`src/rtl/core/mrod_pkg.sv`:
```
// shared types and constants for the mixed radix offset decomposer
package mrod_pkg;

   localparam int DIGIT_COUNT     = 4;
   localparam int VAR_IDX_WIDTH   = 2;
   localparam int VAR_COUNT_WIDTH = 3;
   localparam int CSR_IDX_WIDTH   = 3;

   localparam logic [CSR_IDX_WIDTH-1:0] CSR_VAR_COUNT = 3'd0;
   localparam logic [CSR_IDX_WIDTH-1:0] CSR_RADIX_0   = 3'd1;
   localparam logic [CSR_IDX_WIDTH-1:0] CSR_RADIX_1   = 3'd2;
   localparam logic [CSR_IDX_WIDTH-1:0] CSR_RADIX_2   = 3'd3;
   localparam logic [CSR_IDX_WIDTH-1:0] CSR_RADIX_3   = 3'd4;

   localparam logic [VAR_COUNT_WIDTH-1:0] VAR_COUNT_RESET = 3'd4;

   typedef struct packed {
      logic                     load;
      logic                     div_step;
      logic                     digit_store;
      logic [VAR_IDX_WIDTH-1:0] var_idx;
      logic                     result_load;
   } cmd_type;

   typedef struct packed {
      logic [VAR_COUNT_WIDTH-1:0] active_count;
   } status_type;

endpackage

```
`src/rtl/core/mrod_ctrl.sv`:
```
// sequencer for the item handshake, the digit loop and the divider bit steps
module mrod_ctrl
   import mrod_pkg::*;
#(
   parameter int OFFSET_WIDTH = 31
) (
   input  logic       clock,
   input  logic       reset,
   input  logic       req_valid,
   output logic       req_ready,
   output logic       rsp_valid,
   input  logic       rsp_ready,
   input  status_type status,
   output cmd_type    cmd
);

   localparam int BIT_CNT_WIDTH = $clog2(OFFSET_WIDTH);

   localparam logic [1:0] ST_IDLE   = 2'd0;
   localparam logic [1:0] ST_DIVIDE = 2'd1;
   localparam logic [1:0] ST_STORE  = 2'd2;
   localparam logic [1:0] ST_DONE   = 2'd3;

   logic [1:0]               state_ff, state_in;
   logic [BIT_CNT_WIDTH-1:0] bit_cnt_ff, bit_cnt_in;
   logic [VAR_IDX_WIDTH-1:0] var_idx_ff, var_idx_in;
   logic                     rsp_valid_ff, rsp_valid_in;
   logic                     accept;
   logic                     last_var;

   assign req_ready = (state_ff == ST_IDLE);
   assign rsp_valid = rsp_valid_ff;
   assign accept    = req_valid && req_ready;
   assign last_var  = (({1'b0, var_idx_ff} + VAR_COUNT_WIDTH'(1)) == status.active_count);

   always_comb begin
      state_in         = state_ff;
      bit_cnt_in       = bit_cnt_ff;
      var_idx_in       = var_idx_ff;
      cmd              = '0;
      cmd.var_idx      = var_idx_ff;
      case (state_ff)
         ST_IDLE: begin
            if (accept) begin
               cmd.load   = 1'b1;
               var_idx_in = '0;
               bit_cnt_in = '0;
               // no active variables: the whole offset is the high part
               state_in   = (status.active_count == '0) ? ST_DONE : ST_DIVIDE;
            end
         end
         ST_DIVIDE: begin
            cmd.div_step = 1'b1;
            bit_cnt_in   = bit_cnt_ff + BIT_CNT_WIDTH'(1);
            if (bit_cnt_ff == BIT_CNT_WIDTH'(OFFSET_WIDTH - 1)) begin
               state_in = ST_STORE;
            end
         end
         ST_STORE: begin
            cmd.digit_store = 1'b1;
            bit_cnt_in      = '0;
            if (last_var) begin
               state_in = ST_DONE;
            end else begin
               var_idx_in = var_idx_ff + VAR_IDX_WIDTH'(1);
               state_in   = ST_DIVIDE;
            end
         end
         ST_DONE: begin
            // wait for the output register to free up
            if (!rsp_valid_ff || rsp_ready) begin
               cmd.result_load = 1'b1;
               state_in        = ST_IDLE;
            end
         end
         default: begin
            state_in = ST_IDLE;
         end
      endcase
   end

   assign rsp_valid_in = cmd.result_load || (rsp_valid_ff && !rsp_ready);

   always_ff @(posedge clock) begin
      if (reset) begin
         state_ff     <= ST_IDLE;
         bit_cnt_ff   <= '0;
         var_idx_ff   <= '0;
         rsp_valid_ff <= 1'b0;
      end else begin
         state_ff     <= state_in;
         bit_cnt_ff   <= bit_cnt_in;
         var_idx_ff   <= var_idx_in;
         rsp_valid_ff <= rsp_valid_in;
      end
   end

endmodule

```
`src/rtl/core/mrod_datapath.sv`:
```
// config registers, bit-serial restoring divider, digit store and output register
module mrod_datapath
   import mrod_pkg::*;
#(
   parameter int MAX_VARS     = 4,
   parameter int RADIX_WIDTH  = 16,
   parameter int OFFSET_WIDTH = 31,
   parameter int CSR_WIDTH    = 16
) (
   input  logic                     clock,
   input  logic                     reset,
   input  logic                     csr_valid,
   input  logic [CSR_IDX_WIDTH-1:0] csr_index,
   input  logic [CSR_WIDTH-1:0]     csr_wdata,
   input  logic [OFFSET_WIDTH-1:0]  req_flat_offset,
   input  cmd_type                  cmd,
   output status_type               status,
   output logic [RADIX_WIDTH-1:0]   rsp_digit_0,
   output logic [RADIX_WIDTH-1:0]   rsp_digit_1,
   output logic [RADIX_WIDTH-1:0]   rsp_digit_2,
   output logic [RADIX_WIDTH-1:0]   rsp_digit_3,
   output logic                     rsp_wrapped
);

   localparam int VAR_LIMIT = (MAX_VARS < DIGIT_COUNT) ? MAX_VARS : DIGIT_COUNT;

   logic [VAR_COUNT_WIDTH-1:0] var_count_ff;
   logic [RADIX_WIDTH-1:0]     radix_ff [DIGIT_COUNT];

   logic [OFFSET_WIDTH-1:0]    quo_ff, quo_in;
   logic [RADIX_WIDTH:0]       rem_ff, rem_in;
   logic [RADIX_WIDTH-1:0]     digit_ff [DIGIT_COUNT];
   logic [RADIX_WIDTH-1:0]     out_digit_ff [DIGIT_COUNT];
   logic                       out_wrapped_ff;

   logic [RADIX_WIDTH-1:0]     radix_sel;
   logic [RADIX_WIDTH:0]       divisor;
   logic [RADIX_WIDTH+1:0]     shifted;
   logic [RADIX_WIDTH+1:0]     diff;
   logic                       fits;

   // config writes, indexes beyond the radix registers are dropped
   always_ff @(posedge clock) begin
      if (reset) begin
         var_count_ff <= VAR_COUNT_RESET;
         for (int i = 0; i < DIGIT_COUNT; i++) begin
            radix_ff[i] <= RADIX_WIDTH'(2);
         end
      end else if (csr_valid) begin
         case (csr_index)
            CSR_VAR_COUNT: var_count_ff <= csr_wdata[VAR_COUNT_WIDTH-1:0];
            CSR_RADIX_0:   radix_ff[0]  <= csr_wdata[RADIX_WIDTH-1:0];
            CSR_RADIX_1:   radix_ff[1]  <= csr_wdata[RADIX_WIDTH-1:0];
            CSR_RADIX_2:   radix_ff[2]  <= csr_wdata[RADIX_WIDTH-1:0];
            CSR_RADIX_3:   radix_ff[3]  <= csr_wdata[RADIX_WIDTH-1:0];
            default: begin
            end
         endcase
      end
   end

   always_comb begin
      if (var_count_ff > VAR_COUNT_WIDTH'(VAR_LIMIT)) begin
         status.active_count = VAR_COUNT_WIDTH'(VAR_LIMIT);
      end else begin
         status.active_count = var_count_ff;
      end
   end

   // a zero radix means the full register range, 2^RADIX_WIDTH
   assign radix_sel = radix_ff[cmd.var_idx];
   assign divisor   = {(radix_sel == '0), radix_sel};
   assign shifted   = {rem_ff, quo_ff[OFFSET_WIDTH-1]};
   assign diff      = shifted - {1'b0, divisor};
   assign fits      = !diff[RADIX_WIDTH+1];

   always_comb begin
      quo_in = quo_ff;
      rem_in = rem_ff;
      if (cmd.load) begin
         quo_in = req_flat_offset;
         rem_in = '0;
      end else if (cmd.div_step) begin
         quo_in = {quo_ff[OFFSET_WIDTH-2:0], fits};
         rem_in = fits ? diff[RADIX_WIDTH:0] : shifted[RADIX_WIDTH:0];
      end else if (cmd.digit_store) begin
         rem_in = '0;
      end
   end

   always_ff @(posedge clock) begin
      quo_ff <= quo_in;
      rem_ff <= rem_in;
      for (int i = 0; i < DIGIT_COUNT; i++) begin
         if (cmd.load) begin
            digit_ff[i] <= '0;
         end else if (cmd.digit_store && (cmd.var_idx == VAR_IDX_WIDTH'(i))) begin
            digit_ff[i] <= rem_ff[RADIX_WIDTH-1:0];
         end
      end
      if (cmd.result_load) begin
         for (int i = 0; i < DIGIT_COUNT; i++) begin
            out_digit_ff[i] <= digit_ff[i];
         end
         // whatever quotient is left is the dropped high part
         out_wrapped_ff <= (quo_ff != '0);
      end
   end

   assign rsp_digit_0 = out_digit_ff[0];
   assign rsp_digit_1 = out_digit_ff[1];
   assign rsp_digit_2 = out_digit_ff[2];
   assign rsp_digit_3 = out_digit_ff[3];
   assign rsp_wrapped = out_wrapped_ff;

endmodule

```
`src/rtl/core/mixed_radix_offset_decompose.sv`:
```
// Mixed radix offset decomposer: splits flat_offset into up to four digits, variable 0 least
// significant, with a zero radix meaning 2^RADIX_WIDTH and wrapped set when a high part is
// left over. One item is in work at a time: each active variable takes one pass of the shared
// bit-serial restoring divider and a digit store, between the accept and the result load;
// with no active variables the accept goes straight on to the result load.
// The next item is taken while a finished result still waits in the output register.
// Config writes are always ready and must be made only while the block is idle.
module mixed_radix_offset_decompose
   import mrod_pkg::*;
#(
   parameter  int MAX_VARS     = 4,
   parameter  int RADIX_WIDTH  = 16,
   parameter  int OFFSET_WIDTH = 31,
   localparam int CSR_WIDTH    = (RADIX_WIDTH > VAR_COUNT_WIDTH) ? RADIX_WIDTH : VAR_COUNT_WIDTH
) (
   input  logic                     clock,
   input  logic                     reset,
   input  logic                     csr_valid,
   output logic                     csr_ready,
   input  logic [CSR_IDX_WIDTH-1:0] csr_index,
   input  logic [CSR_WIDTH-1:0]     csr_wdata,
   input  logic                     req_valid,
   output logic                     req_ready,
   input  logic [OFFSET_WIDTH-1:0]  req_flat_offset,
   output logic                     rsp_valid,
   input  logic                     rsp_ready,
   output logic [RADIX_WIDTH-1:0]   rsp_digit_0,
   output logic [RADIX_WIDTH-1:0]   rsp_digit_1,
   output logic [RADIX_WIDTH-1:0]   rsp_digit_2,
   output logic [RADIX_WIDTH-1:0]   rsp_digit_3,
   output logic                     rsp_wrapped
);

   cmd_type    cmd;
   status_type status;

   assign csr_ready = 1'b1;

   mrod_ctrl #(
      .OFFSET_WIDTH (OFFSET_WIDTH)
   ) u_ctrl (
      .clock     (clock),
      .reset     (reset),
      .req_valid (req_valid),
      .req_ready (req_ready),
      .rsp_valid (rsp_valid),
      .rsp_ready (rsp_ready),
      .status    (status),
      .cmd       (cmd)
   );

   mrod_datapath #(
      .MAX_VARS     (MAX_VARS),
      .RADIX_WIDTH  (RADIX_WIDTH),
      .OFFSET_WIDTH (OFFSET_WIDTH),
      .CSR_WIDTH    (CSR_WIDTH)
   ) u_datapath (
      .clock           (clock),
      .reset           (reset),
      .csr_valid       (csr_valid),
      .csr_index       (csr_index),
      .csr_wdata       (csr_wdata),
      .req_flat_offset (req_flat_offset),
      .cmd             (cmd),
      .status          (status),
      .rsp_digit_0     (rsp_digit_0),
      .rsp_digit_1     (rsp_digit_1),
      .rsp_digit_2     (rsp_digit_2),
      .rsp_digit_3     (rsp_digit_3),
      .rsp_wrapped     (rsp_wrapped)
   );

endmodule

```
`config.mk`:
```
export PLATFORM = sky130hd
export DESIGN_NAME = mixed_radix_offset_decompose
export DESIGN_NICKNAME = d
export VERILOG_FILES = /design/src/rtl/core/mrod_pkg.sv /design/src/rtl/core/mrod_ctrl.sv /design/src/rtl/core/mrod_datapath.sv /design/src/rtl/core/mixed_radix_offset_decompose.sv
export SDC_FILE = /design/constraint.sdc
export NUM_CORES = 1
export LEC_CHECK = 0
export BUFFER_PORTS_ARGS = -buffer_cell sky130_fd_sc_hd__buf_2
export CAP_MARGIN = 20
export CORE_MARGIN = 1
export CORE_UTILIZATION = 50
export CTS_BUF_LIST = sky130_fd_sc_hd__clkbuf_4 sky130_fd_sc_hd__clkbuf_8 sky130_fd_sc_hd__clkbuf_16
export DETAILED_ROUTE_END_ITERATION = 10
export PLACE_DENSITY = 0.69
export SKIP_CTS_REPAIR_TIMING = 1
export SLEW_MARGIN = 15
export SYNTH_ARGS = -nofsm -noshare
export SYNTH_HDL_FRONTEND = slang
export SYNTH_SLANG_ARGS = --single-unit
```
`constraint.sdc`:
```
create_clock -name clock -period 5 [get_ports clock]
set_input_delay 0.25 -clock clock [delete_from_list [all_inputs] [get_ports clock]]
set_output_delay 0.25 -clock clock [all_outputs]
set_load 0.02 [all_outputs]
```
Yosys cells after proc, flatten, opt, wreduce, memory -nomap -nowiden

Memory sizes are Yosys's and may differ from the RTL's. A register that Yosys moved wholly into a read port is not among the register bits.
Index checks and enable logic that the tools add are counted.
W data, S select, Z words.

Flip-flop bits (word level): 62
Output and inout port bits: 68
Memory bits (writable): 192
Memories: 3
Input port bits: 55

Memories:

| memory                  | depth | width | rd ports | clocked after Yosys merged registers in | wr ports | RTL line            | text |
|---|---|---|---|---|---|---|---|
| u_datapath.digit_ff     | 4     | 16    | 4        | 0                                       | 4        | mrod_datapath.sv:32 | `logic [RADIX_WIDTH-1:0] digit_ff [DIGIT_COUNT];` |
| u_datapath.out_digit_ff | 4     | 16    | 4        | 0                                       | 4        | mrod_datapath.sv:33 | `logic [RADIX_WIDTH-1:0] out_digit_ff [DIGIT_COUNT];` |
| u_datapath.radix_ff     | 4     | 16    | 1        | 1                                       | 4        | mrod_datapath.sv:28 | `logic [RADIX_WIDTH-1:0] radix_ff [DIGIT_COUNT];` |

Eq/ne operators: 16
Reduce and logical (&&, ||, !) cells: 25
Multiplexer cells: 67
Add/sub/neg operators: 4
Magnitude comparators: 1
Bitwise gates (word level): 8

Operators with widths:

| kind                  | count |
|---|---|
| $mux W16              | 8 |
| $mux W31              | 2 |
| $mux W17              | 3 |
| $mux W1               | 40 |
| $reduce_bool A31 Y1   | 1 |
| $mux W2               | 9 |
| $sub A18 B17 Y18      | 1 |
| $logic_not A16 Y1     | 1 |
| $pmux W5 S3           | 1 |
| $eq A2 B2 Y1 const B  | 4 |
| $or A1 B1 Y1          | 8 |
| $pmux W2 S4           | 1 |
| $eq A3 B2 Y1 const B  | 2 |
| $logic_and A1 B1 Y1   | 6 |
| $logic_not A3 Y1      | 2 |
| $reduce_and A3 Y1     | 2 |
| $reduce_bool A2 Y1    | 3 |
| $add A5 B1 Y5 const B | 1 |
| $eq A5 B5 Y1 const B  | 1 |
| $mux W5               | 1 |
| $eq A2 B1 Y1 const B  | 2 |
| $logic_not A2 Y1      | 2 |
| $ne A2 B1 Y1 const B  | 2 |
| $ne A2 B2 Y1 const B  | 2 |
| other kinds (12)      | 16 |

Depth between registers and ports, before layout

Gate-level depths: netlist (run 1).

Depth in word-level cells: 7
Mapped depth: 14
Depth with buffers taken out: 11

By module

Synthesis (run 1) repeated with hierarchy kept, for this count alone.

Cell total of the unflattened synthesis: 799
Area, all modules: 11244.5 um^2

Modules (own cells, without submodules):

| module                       | cells an instance | instances | sequential area each (um^2) | area an instance (um^2) |
|---|---|---|---|---|
| mrod_datapath                | 721               | 1         | 7126.8                      | 10607.7 |
| mrod_ctrl                    | 76                | 1         | 200.2                       | 625.6 |
| mixed_radix_offset_decompose | 2                 | 1         | 0.0                         | 11.3 |

Worst setup path before layout (run 1)

Ideal clock, no wire load.

Path kind: reg2reg
Start: register u_ctrl.state_ff[0]
End: memory u_datapath.out_digit_ff[0][0], enable pin
Data required time: 4.504 ns
Setup time: 0.496 ns
Arrival: 3.448 ns
Stages on the path, launching flop included: 3
Path slack: 1.056 ns
Cells stage by stage: dfxtp_1 ha_1 nor2b_1

RTL lines:

| item                   | RTL line            | text |
|---|---|---|
| start, declared        | mrod_ctrl.sv:24     | `logic [1:0] state_ff, state_in;` |
| start signal, assigned | mrod_ctrl.sv:91     | `state_ff <= state_in;` |
| end, declared          | mrod_datapath.sv:33 |  |

==> impl_metrics.ini, run 1 <==
[outcome]
status = finished, violations left
violations = hold timing

[setup_path]
r2r_cells = 12
worstPathMaxFanout = 16
cp-start-kind = flip-flop
critPathTopFamily = simple AND/OR/NAND/NOR gates
crit_chain = mux4_2 > nor4_1 > nand4_1 > ha_1 > inv_1 > nor3_1 > a221oi_1 > nor2b_1 > a211oi_4 > buf_4 > mux2i_1 > o21ai_0
critical_path_buf_inv_count = 2
slowest_stage = dfxtp_1
cp.required_ps = 5390
end_kind = flip-flop
r2r-end = u_datapath.rem_ff[12]$_SDFFE_PP0P_
slowest_delay_ps = 760
r2r_slack_ps = 860
arrival_ps = 4530
path_class = reg -> reg

[route]
detail_route.wl_per_cell_um = 16.6
viasPerCell = 5.22
vias = 6519
routed_wl_mm = 20.7
drtPass1Iterations = 5
drc = 0
drt_iter0_markers = 397
ant_nets = 0

[die]
fp.dieW_um = 150
fp.coreArea_mm2 = 0.0212
dieArea_mm2 = 0.0224
row_count = 53
ios = 123
start_util = 0.515
die_y_um = 150

[hold_path]
holdPathStages = 3
min_from = req_flat_offset[20]
hold_class = in -> reg
hold_path_end = u_datapath.quo_ff[20]$_DFFE_PP_

[sta]
fin_setup_tns_ps = 0
fin_crit_sh = 0.827
worst_pin_slew_ps = 1040
maxSlewHeadroom = 0.302
min_period_ps = 4140
finalSetupViolCount = 0
hold_slack_ps = -13.8
timing.final.max_slew_violations = 0
finClkSkew_ps = 13.3
fmax_mhz = 242
setup_ws_ps = 864
hold_viol_final = 3
rsz0062_at_grt = false

[finish]
regArea_mm2 = 0.00737
final_common_cell = edfxtp_1
n_antenna_cell = 0
final_cell_mix = edfxtp_1 (224), nand2_1 (132), and2_1 (126)
layout.nets = 1041
final_cells = 1249
final_area_mm2 = 0.0128
fillers = 1671
syn2layout_area_growth_pct = 16.8
layout-drive-gt1-share = 0.203
multi_input_area_mm2 = 0.00333

[place]
dp.cells = 1191
gp_congestion = 0.850
numPortBuffers = 121
place_ws_ps = 865
dpl-instance-area_mm2 = 0.0118
dp_hpwl_mm = 14.0

[logic_synthesis]
synth-compound-area-share = 0.0494
syn_nets = 898
synth_edf_count = 224
ys_seq_area_frac = 0.674
synth.area.mux_share = 0.0467
ys_warn_count = 0
synth_fa_ha_area_frac = 0.0328
synthCells = 815
synth_top_family_by_area = simple AND/OR/NAND/NOR gates
syn_area_mm2 = 0.0109
yosysUniqueCellTypes = 52
syn_area_per_cell_um2 = 13.4
synthSimpleGateAreaFrac = 0.157
synth_xor_area_frac = 0.0168
synthArstFlopShare = 0
synth_top_flop_cell = edfxtp_1
synth_seq_cells = 256

[clock_tree]
path_clk_slew_ps = 60
root_buffer = clkbuf_16
h-tree-depth = 1
tritoncts = done
numCtsBuffers = 25
clock-sinks = 256
clk_latency_ps = 530
clk_path_buf_depth = 3

[global_route]
grt_pass1_vias = 6256
grt_max_degree = 66
antenna_found_initial = 0
grt_util_all_layers = 0.189
gr-total-overflow = 0
grt_first_pass_wirelength_mm = 33.0

[flow_run]
maxCapViolCount = 0

[pwr]
power_per_cell_area_mw_per_mm2 = 461
vdd_drop_max_v = 0.000287
p_leak_nw = 4.95
==> registers in the layout (all words and copies together) (netlist names), named ones only <==
register / flops
u_datapath.digit_ff: 64
u_datapath.rem_ff: 17
u_datapath.quo_ff: 31
u_datapath.radix_ff: 64
u_ctrl.bit_cnt_ff: 5
u_ctrl.state_ff: 2
u_datapath.var_count_ff: 3
u_ctrl.var_idx_ff: 2
u_datapath.out_digit_ff: 64
u_datapath.rsp_wrapped: 1
u_ctrl.rsp_valid: 1
==> Yosys cell counts, types with 5 or more instances <==
library cell    n  area, µm²
o21ai_0        23        115
nand2b_1        9       56.3
edfxtp_1      224       6730
ha_1           27        338
xnor2_1         9       78.8
nor2_1         23       86.3
clkbuf_1       25       93.8
a211oi_1        5       37.5
inv_1          31        116
nand2_1       132        495
a21oi_1        14       70.1
xor2_1         12        105
dfxtp_1        32        641
and2_1        126        788
nor2b_1        10       62.6
nor4_1         15       93.8
nand4_1        10       62.6
mux4_2         16        360
mux2i_1        15        150
a21o_1          5       37.5
==> through the flow <==
stage / utilization / power [mW]
2_1_floorplan: - / 3.79
5_1_grt: 0.601 / 6.17
3_3_place_gp: 0.557 / 4.12
6_report: 0.601 / 5.88
4_1_cts: 0.594 / 5.92
3_5_place_dp: 0.558 / 4.17
==> worst max path at each step <==
stage / startpoint / to / slack (ps) / cells after the start
detailed placement: flip-flop / u_datapath.rem_ff[11]$_SDFFE_PP0P_ / 870 / 12
global placement: flip-flop / u_datapath.rem_ff[9]$_SDFFE_PP0P_ / 1010 / 13
global route: flip-flop / u_datapath.rem_ff[9]$_SDFFE_PP0P_ / 640 / 13
floorplan: u_ctrl.state_ff[0]$_SDFFE_PP0P_ / u_datapath.out_digit_ff[0][0]$_DFFE_PP_ / 1060 / 2
finish: flip-flop / u_datapath.rem_ff[12]$_SDFFE_PP0P_ / 860 / 12
CTS: flip-flop / u_datapath.rem_ff[12]$_SDFFE_PP0P_ / 860 / 12
==> cell families after synthesis <==
family,Yosys count
adder cells (fa/ha/maj),28
XOR/XNOR,21
multiplexers,31
buffers and inverters,61
other,1
AO/OA/AOI/OAI,80
flip-flops,256
AND/OR/NAND/NOR,337
==> final cells by class <==
cell class	instances	share of cell area
Sequential cell	256	0.577
Inverter	31	0.00912
Timing Repair Buffer	146	0.0651
Clock inverter	8	0.00451
Multi-Input combinational cell	498	0.261
Clock buffer	35	0.0559
Tap cell	275	0.0270
==> power by group <==
part           internal, mW  total [mW]  switching [mW]
clock                  1.00        1.76           0.762
combinational         0.331        1.06           0.733
sequential             2.89        3.06           0.165
total                  4.22        5.88            1.66
==> layer usage <==
metal	up-vias	part of all wire	GRT usage
met5	-	0	0
met4	0	0.017	0.0419
met3	23	0.048	0.0284
met2	169	0.47	0.315
met1	3123	0.47	0.263
li1	3204	-	-
==> worst register-to-register path, cell delays in order, from the launching register on <==
cell and delay (ps):
dfxtp_1 760, mux4_2 430, nor4_1 380, nand4_1 140
ha_1 350, inv_1 50, nor3_1 310, a221oi_1 160
nor2b_1 190, a211oi_4 630, buf_4 320, mux2i_1 200
o21ai_0 80
No activity file was read; power rests on OpenSTA's default activity.
==> run 2, diff against run 1 <==
clock period = 4.3 ns   (was 5 ns; I/O delays follow)
==> run 2 against run 1 <==
The flow still finishes with violations (hold timing). Routed wire length increased by 3.0%. Clock skew rose by 6.7 ps. Total power up 19%. Via count up 1.7%. Design area grew 2.1%. Setup slack lost 430 ps. Critical path type unchanged.
==> impl_metrics.ini, run 2 (synthesized netlist as in run 1, its figures left out) <==
[outcome]
status = finished, violations left
violations = hold timing

[pwr]
p_leak_nw = 5.07
power_frac_comb = 0.182
intPower_mw = 5.05
swShare = 0.279
pwr-share-clk = 0.311
p_sw_mw = 1.96
vdd_drop_max_v = 0.000309
sequentialPowerShare = 0.507
power_per_cell_area_mw_per_mm2 = 538

[setup_path]
path_class = reg -> reg
worstPathMaxFanout = 17
end_kind = flip-flop
crit_cells = 12
cp-start-kind = flip-flop
slowest_delay_ps = 780
r2r_cells = 12
critPathTopFamily = simple AND/OR/NAND/NOR gates
cp.required_ps = 4690
arrival_ps = 4260
crit_chain = mux4_2 > nor4_1 > nand4_1 > ha_1 > inv_1 > nor3_1 > a221oi_1 > nor2b_1 > a211oi_4 > buf_4 > mux2i_1 > o21ai_0
r2r_slack_ps = 440
critical_path_buf_inv_count = 2
slowest_stage = dfxtp_1

[die]
row_count = 53
fp.dieW_um = 150
fp.coreArea_mm2 = 0.0212
dieArea_mm2 = 0.0224
start_util = 0.515
die_y_um = 150
ios = 123

[clock_tree]
clock-sinks = 256
h-tree-depth = 1
root_buffer = clkbuf_16
numCtsBuffers = 26
clk_latency_ps = 540
clk_path_buf_depth = 3
path_clk_slew_ps = 60
tritoncts = done

[finish]
final_cell_mix = edfxtp_1 (224), nand2_1 (132), and2_1 (126)
n_antenna_cell = 0
reg_top3 = u_datapath.digit_ff x64, u_datapath.out_digit_ff x64, u_datapath.radix_ff x64
layout-drive-gt1-share = 0.205
fillers = 1629
layout.nets = 1063
final_common_cell = edfxtp_1
syn2layout_area_growth_pct = 19.3

[global_route]
grt_max_degree = 66
gr-total-overflow = 0
grt_first_pass_wirelength_mm = 33.3
grt_pass1_vias = 6364
antenna_found_initial = 0
grt_util_all_layers = 0.192

[sta]
hold_viol_final = 3
timing.final.max_slew_violations = 0
finalSetupViolCount = 0
hold_slack_ps = -3.80
finClkSkew_ps = 19.9
worst_pin_slew_ps = 1050
min_period_ps = 3860
setup_ws_ps = 436
maxSlewHeadroom = 0.292
fin_setup_tns_ps = 0
rsz0062_at_grt = false
fin_crit_sh = 0.899
fmax_mhz = 259

[route]
detail_route.wl_per_cell_um = 16.8
ant_nets = 0
drtPass1Iterations = 6
vias = 6632
viasPerCell = 5.21
drt_iter0_markers = 375
routed_wl_mm = 21.4
drc = 0

[hold_path]
hold_class = in -> reg
holdPathStages = 2

[place]
dp_hpwl_mm = 13.9
numPortBuffers = 121
place_ws_ps = 417
gp_congestion = 0.858

[flow_run]
maxCapViolCount = 0
[run 2: layout make-up]
cell class | instances | area (µm²) | share of cell area
flip-flops and latches | 256 | 7370 | 0.566
multi-input cells | 498 | 3330 | 0.256
repair buffers | 167 | 1030 | 0.0791
clock buffers | 37 | 746 | 0.0572
well taps | 275 | 344 | 0.0264
inverters | 31 | 116 | 0.00893
clock inverters | 10 | 92.6 | 0.00711
[run 2: final timing paths]
kind / from / end
worst max-delay path: flip-flop / u_datapath.rem_ff[11]$_SDFFE_PP0P_
worst min-delay path: csr_wdata[10] / u_datapath.radix_ff[1][10]$_SDFFCE_PN0P_
worst max register to register: flip-flop / u_datapath.rem_ff[11]$_SDFFE_PP0P_
worst min register to register: u_datapath.digit_ff[3][13]$_SDFFCE_PN0P_ / u_datapath.out_digit_ff[3][13]$_DFFE_PP_
[run 2: power by group through the flow]
stage | Sequential [mW] | Clock [mW] | Combinational [mW]
global placement | 3.58 | 0 | 1.23
finish | 3.55 | 2.18 | 1.28
CTS | 3.55 | 2.22 | 1.25
detailed placement | 3.60 | 0 | 1.24
floorplan | 3.60 | 0 | 0.807
global route | 3.59 | 2.31 | 1.42
[run 2: per-stage QoR]
stage	utilization	instance area, µm²	std cells	total power [mW]
after floorplan	-	10900	815	4.41
after global placement	0.559	11900	1194	4.82
after detailed placement	0.559	11900	1194	4.84
after CTS	0.598	12700	1241	7.03
after global routing	0.614	13000	1274	7.33
final	0.614	13000	1274	7.00
[run 2: metal layers]
metal	part of all wire	track usage
met1	0.45	0.266
met2	0.47	0.318
met3	0.056	0.0326
met4	0.021	0.0429
met5	0	0
[run 2: worst reg2reg max path, stage by stage, from the launching register on]
cell and delay, ps:
dfxtp_1 780, mux4_2 430, nor4_1 370, nand4_1 150, ha_1 350, inv_1 50, nor3_1 290, a221oi_1 150
nor2b_1 190, a211oi_4 300, buf_4 330, mux2i_1 240, o21ai_0 100
==> run 3, diff against run 2 <==
CTS_CLUSTER_SIZE = 10   (was not set)
GPL_TIMING_DRIVEN = 0   (was not set)
SKIP_CTS_REPAIR_TIMING = not set   (was 1)
==> run 3 against run 2 <==
The flow now finishes without violations. Via count increased by 1.9%. Critical path type unchanged. Die area unchanged. Critical path depth increased by 1. Non-clock buffer count increased by 31. Largest power group unchanged. Maximum frequency decreased by 0.62%. Sequential share of layout area decreased by 1.2 points. Largest cell class unchanged. Setup slack got worse by 24 ps. First-iteration DRC count decreased by 18%. Clock skew decreased by 9.6 ps.
==> impl_metrics.ini, run 3 (synthesized netlist as in run 1, its figures left out) <==
[place]
numPortBuffers = 120
dp.cells = 1213
gp_congestion = 0.819
place_ws_ps = -158
dp_hpwl_mm = 14.5
dpl-instance-area_mm2 = 0.0119

[setup_path]
worstPathMaxFanout = 10
arrival_ps = 4300
path_class = reg -> reg
cp.required_ps = 4710
end_kind = flip-flop
cp-start-kind = flip-flop

[global_route]
grt_util_all_layers = 0.197
grt_first_pass_wirelength_mm = 34.3
antenna_found_initial = 0
gr-total-overflow = 0
grt_max_degree = 32
grt_pass1_vias = 6683

[route]
wl_met2_mm = 10.7
routed_wl_mm = 21.7
detail_route.wl_per_cell_um = 16.5
highest_layer = met4
drtPass1Iterations = 5
viasPerCell = 5.15
ant_nets = 0
vias = 6756
wl_met3_mm = 1.08
drt-met1-wl_mm = 9.50
drc = 0
drt_iter0_markers = 307

[pwr]
power_mw = 7.17
p_leak_nw = 5.19
vdd_drop_max_v = 0.000304
power_per_cell_area_mw_per_mm2 = 538

[finish]
final_common_cell = edfxtp_1
layout-drive-gt1-share = 0.203
n_antenna_cell = 0
layout.nets = 1097
syn2layout_area_growth_pct = 21.9
final_area_mm2 = 0.0133
reg_top3 = u_datapath.digit_ff x64, u_datapath.out_digit_ff x64, u_datapath.radix_ff x64
final_cell_mix = edfxtp_1 (224), nand2_1 (132), and2_1 (126)
final_cells = 1312

[hold_path]
hold_class = in -> reg

[sta]
rsz0062_at_grt = false
finClkSkew_ps = 10.3
min_period_ps = 3890
fmax_mhz = 257
finalSetupViolCount = 0
setup_ws_ps = 412
maxSlewHeadroom = 0.443
fin_crit_sh = 0.904
worst_pin_slew_ps = 835
timing.final.max_slew_violations = 0
hold_viol_final = 0

[die]
fp.coreArea_mm2 = 0.0212
fp.dieW_um = 150
die_y_um = 150
start_util = 0.515
ios = 123
row_count = 53
dieArea_mm2 = 0.0224

[clock_tree]
tritoncts = done
clk_latency_ps = 530
clk_path_buf_depth = 3
clock-sinks = 256
numCtsBuffers = 29
h-tree-depth = 1
cts_setup_buffers = 0
path_clk_slew_ps = 60
root_buffer = clkbuf_16

[flow_run]
maxCapViolCount = 0

[outcome]
status = finished clean
## run 3: cell count changes in the layout (fill, tap and decap cells not counted), moves of 2 or more
| cell | before | now |
|---|---|---|
| dlygate4sd3_1 | 32 | 45 |
| clkbuf_16 | 26 | 29 |
| buf_4 | 14 | 4 |
| clkbuf_8 | 2 | 0 |
| clkbuf_4 | 9 | 24 |
| clkbuf_1 | 0 | 22 |
| clkinv_2 | 5 | 0 |
| nor4_2 | 0 | 2 |
| buf_12 | 0 | 2 |
| nor4_1 | 15 | 13 |
| clkbuf_2 | 0 | 2 |
## run 3: worst paths after layout
| kind | start | end | slack [ps] | cells after the start |
|---|---|---|---|---|
| worst max-delay path | flip-flop | u_datapath.rem_ff[14]$_SDFFE_PP0P_ | 410 | 13 |
| worst min-delay path | csr_wdata[10] | u_datapath.radix_ff[1][10]$_SDFFCE_PN0P_ | 10 | 2 |
| worst max register to register | flip-flop | u_datapath.rem_ff[14]$_SDFFE_PP0P_ | 410 | 13 |
| worst min register to register | u_datapath.digit_ff[3][3]$_SDFFCE_PN0P_ | u_datapath.out_digit_ff[3][3]$_DFFE_PP_ | 410 | 0 |
## run 3: layer usage
metal / vias up / track usage
met3: 39 / 0.0293
met4: 0 / 0.0500
met2: 191 / 0.345
met1: 3200 / 0.257
li1: 3326 / -
met5: - / 0
## run 3: area by class of cell
type / instances / area, µm²
inverters: 31 / 116
well taps: 275 / 344
flip-flops and latches: 256 / 7370
plain buffers: 28 / 121
repair buffers: 170 / 1120
multi-input cells: 498 / 3330
clock buffers: 53 / 906
fillers: 1600 / 7910
clock inverters: 1 / 8.76
## run 3: timing repair
item,in CTS,in global routing
hold buffers,45,0
gates resized for setup,1,5
endpoints found under the hold margin,68,0
setup endpoints to repair,17,18
## run 3: stage by stage
| stage | hold slack (ps) | TNS (ps) | util |
|---|---|---|---|
| 2_1_floorplan | 333 | 0 | - |
| 5_1_grt | 6.86 | 0 | 0.627 |
| 4_1_cts | 1.41 | 0 | 0.626 |
| 3_5_place_dp | 405 | -1240 | 0.562 |
| 3_3_place_gp | 402 | -55410 | 0.559 |
| 6_report | 10.1 | 0 | 0.627 |
## run 3: power by group
part,switching [mW],internal [mW],leakage [nW]
Combinational,0.869,0.418,2.30
Sequential,0.207,3.36,2.41
Clock,0.898,1.41,0.472
## run 3: critical path: stages, from the launching register on
cell	delay, ps
dfxtp_2	460
buf_4	290
mux4_2	560
nor4_1	330
nand4_1	180
ha_1	370
inv_1	50
nor3_1	300
a221oi_1	170
nor2b_1	170
a211oi_2	240
buf_4	250
nor2_1	70
a311o_1	300
